$ cat src/sv/rru_pkg.sv
// package for the register rename unit: operation codes and checkpoint control
`timescale 1ns / 1ps

package rru_pkg;

    localparam int OP_W    = 3;
    localparam int TAG_W   = 4;
    localparam int AREG_W  = 6;
    localparam int PREG_W  = 7;

    typedef enum logic [OP_W-1:0] {
        OP_RENAME  = 3'd0,
        OP_COMMIT  = 3'd1,
        OP_WAKE    = 3'd2,
        OP_RECOVER = 3'd3,
        OP_FLUSH   = 3'd4
    } t_op;

    // checkpoint store control from the rename datapath
    typedef struct packed {
        logic             alloc_en;
        logic             save_en;
        logic [TAG_W-1:0] tag;
    } t_ckpt_ctl;

endpackage

$ cat src/sv/rru_alloc.sv
// lowest free physical register search
`timescale 1ns / 1ps

module rru_alloc import rru_pkg::*; #(
    parameter int PHYS_REGS = 128,
    parameter int PW        = 7
) (
    input  logic [PHYS_REGS-1:0] i_free,
    output logic                 o_found,
    output logic [PW-1:0]        o_idx
);

    always_comb begin
        o_found = 1'b0;
        o_idx   = '0;
        // scan downward so the lowest set bit wins
        for (int p = PHYS_REGS - 1; p >= 0; p--) begin
            if (i_free[p]) begin
                o_found = 1'b1;
                o_idx   = PW'(p);
            end
        end
    end

endmodule

$ cat config.mk
export PLATFORM = sky130hd
export DESIGN_NAME = rru_alloc
export DESIGN_NICKNAME = d
export VERILOG_FILES = /design/src/sv/rru_pkg.sv /design/src/sv/rru_alloc.sv
export SDC_FILE = /design/constraint.sdc
export NUM_CORES = 1
export LEC_CHECK = 0
export ABC_AREA = 0
export BUFFER_PORTS_ARGS = -buffer_cell sky130_fd_sc_hd__buf_4
export CAP_MARGIN = 25
export CORE_UTILIZATION = 44
export DETAILED_ROUTE_END_ITERATION = 16
export GPL_TIMING_DRIVEN = 0
export PLACE_DENSITY = 0.9
export SYNTH_ARGS = -nofsm -noshare
export SYNTH_HDL_FRONTEND = slang
export SYNTH_SLANG_ARGS = --single-unit
$ cat constraint.sdc
create_clock -name vclk -period 4.8
set_input_delay 0.72 -clock vclk [all_inputs]
set_output_delay 0.72 -clock vclk [all_outputs]
set_load 0.1 [all_outputs]
* Word level (Yosys, flattened, before mapping)
Cells that the tools add are included.
** Storage, ports and cells
- Bits in registers :: 0
- Input bits :: 128
- Output and inout bits :: 8
- Logic and storage cells :: 256
** Operators by class
- Muxes and demuxes :: 256
** Operators by type and width (number)
- 2-to-1 mux 7 bit :: 128
- 2-to-1 mux 1 bit :: 128

* Logic depth before layout (Yosys ltp)
- Word-level depth :: 128
- Depth in mapped cells :: 7
- Depth with buffers taken out :: 7

* Least setup slack after synthesis
No wires, ideal clock.
- Path kind :: input-to-output
- Start point :: in i_free[19]
- End point :: out o_idx[6]
- Data arrival time :: 3.828 ns
- Data required time :: 4.080 ns
- Path slack :: 0.252 ns
- Stages :: 5
- Path buffers :: 0
- Cell sequence :: nor4_1 > nand3_1 > nor3b_1 > nand2_1 > nor3b_1
** Between the ends
- Longest elaborated chain between the ends :: 20
** RTL lines
- from (decl) :: line rru_alloc.sv:8 : input logic [PHYS_REGS-1:0] i_free,
- 2-to-1 mux 7 bit (20 in series) :: line rru_alloc.sv:18 : if (i_free[p]) begin
- to (decl) :: line rru_alloc.sv:10 : output logic [PW-1:0] o_idx
Every way passes these cells.

* Final worst setup path
- Start point :: in i_free[62]
- End point :: out o_idx[0]
** Between the ends
- Longest elaborated chain between the ends :: 63
** RTL lines (line)
- 2-to-1 mux 7 bit (63 in series) :: rru_alloc.sv:18
Every way passes these cells.

==> results.cfg <==
[hold_path]
holdPathStages = 5
holdCritPathClass = input port to output pin

[route]
via_per_inst = 6.124
drc = 0
vias = 2958
wl_per_cell_um = 13.83
drtIter0Drc = 253
drt_wl_total_um = 6681
postRouteAntennaNets = 0
dr.pass1.iters = 5

[run]
drv_cap = 0

[synthesis]
synthCells = 301
syn_area_um2 = 1622
synth_common_cells = nor2_1, nor4_1, a21oi_1
yosysMostFrequentCell = nor2_1
synth_compound_area_share_pct = 39.35
synth_nets = 429
yosysWarnings = 0
ys_seq_area_share_pct = 0
synthSimpleGateAreaFrac_pct = 54.63
synthMuxAreaShare_pct = 0
synth_top_family_by_area = simple AND/OR/NAND/NOR gates
synthXorXnorAreaFrac_pct = 0
ys_top_cells_by_area = nor2_1, nor4_1, a21oi_1
ys_types = 44
synth_adder_area_share_pct = 0
avgSynthCellArea_um2 = 5.387
synth.top_cell.area_share_pct = 15.05
yosys.area.top_type = nor2_1

[grt]
globalRouteOverflowTotal = 0
antenna_found_initial = 0
grt_pass1_vias = 2660
grt_pass1_wl_um = 10960
grt_start_max_net_pins = 6
grtUsageTotal_pct = 32.29

[final_layout]
diodes = 0
nClkBuffers = 0
seqCellArea_um2 = 0
final_cell_area_um2 = 2700
areaGrowthSynthToFinish_pct = 66.51
drive_above_1_share_pct = 31.81
nFlopsAndLatches = 0
nets = 567

[die]
core_area_um2 = 3442
io_pins = 136
dieWidth_um = 62.71
initial_core_util_pct = 47.11
die_y_um = 62.71
row_count = 21
die-area_um2 = 3932

[power]
vdd_drop_max_mv = 0.05353
p_leak_nw = 1.161
finalPower_mw = 0.1900
cellPowerDensity_nw_per_um2 = 70.38

[timing]
timing.fmax_ghz = 0.2829
min_period_ns = 3.535
worst_slew_pin_slew_ns = 0.5917
tns_ns = 0
maxSlewViolCount = 0
slew_headroom_pct = 60.19
hold_viol_final = 0
rsz0062_at_grt = false
finalSetupViolations = 0
post-route-period-util_pct = 73.66

[setup_path]
worst_setup_path_start_kind = input port
required_ns = 4.08
endpoint_kind = output pin
cp_max_fo = 4
arrival_ns = 2.82
crit_type = input port to output pin

[placement]
portBuffers = 136
dp_hpwl_um = 5812
gp_congestion = 0.8745
dpl_cell_area_um2 = 2700

[status]
status = finished, final reports clean

[clocking]
cts_resized = 0
hold_buffers = 0
post-cts-setup-buffers = 0
[critical path, stage by stage]
cell and delay [ns]:
buf_4 0.12, or3_1 0.41, or4_1 0.44, nor3_2 0.20
nand3_1 0.09, a31oi_1 0.21, o211ai_1 0.13, a31oi_1 0.18
buf_4 0.31
[placed cells by master (no fill, tap or decap), types with 5 or more instances in the layout]
master and instances:
a2111oi_0 5, a21oi_1 27, a31oi_1 6, buf_4 136, inv_1 26, nand2_1 25
nand3_1 13, nor2_1 65, nor3_1 21, nor4_1 32, o211ai_1 6, o21ai_0 10
o31ai_1 10
[metrics by stage]
stage / hold slack (ns) / setup slack (ns) / cells / utilization, %
final: 1.935 / 1.265 / 483 / 78.44
after floorplan: 1.868 / 0.2523 / 301 / -
after detailed placement: 1.940 / 1.295 / 483 / 78.44
after global routing: 2.001 / 1.141 / 483 / 78.44
after global placement: 1.942 / 1.308 / 483 / 78.44
after CTS: 1.940 / 1.283 / 483 / 78.44
[area by class of cell]
cell class                 count  area (um^2)
inverter                      26        97.59
multi-input combinational    275         1524
fill                         288        742.0
timing repair buffer         136         1021
tap                           46        57.56
[power breakdown]
part,total [mW],switching [mW],internal [mW]
clock,0,0,0
sequential,0,0,0
combinational,0.190,0.0942,0.0958
total,0.190,0.0942,0.0958
[per-layer routing]
metal  track usage [%]  wire length (um)
met1             38.59              2712
met4             6.105                57
met3             3.832               559
met5                 0                 0
met2             61.01              3351
[path summary, 6_finish.rpt]
path	slack, ns	end	startpoint
worst max-delay path	1.26	o_idx[0]	i_free[62]
worst min-delay path	1.93	o_idx[0]	i_free[0]
[kinds of logic after synthesis]
family                 Yosys count
AOI/OAI and AO/OA               94
buffers and inverters           26
and+or+nand+nor                181
Power figures use the tool's default switching activity.
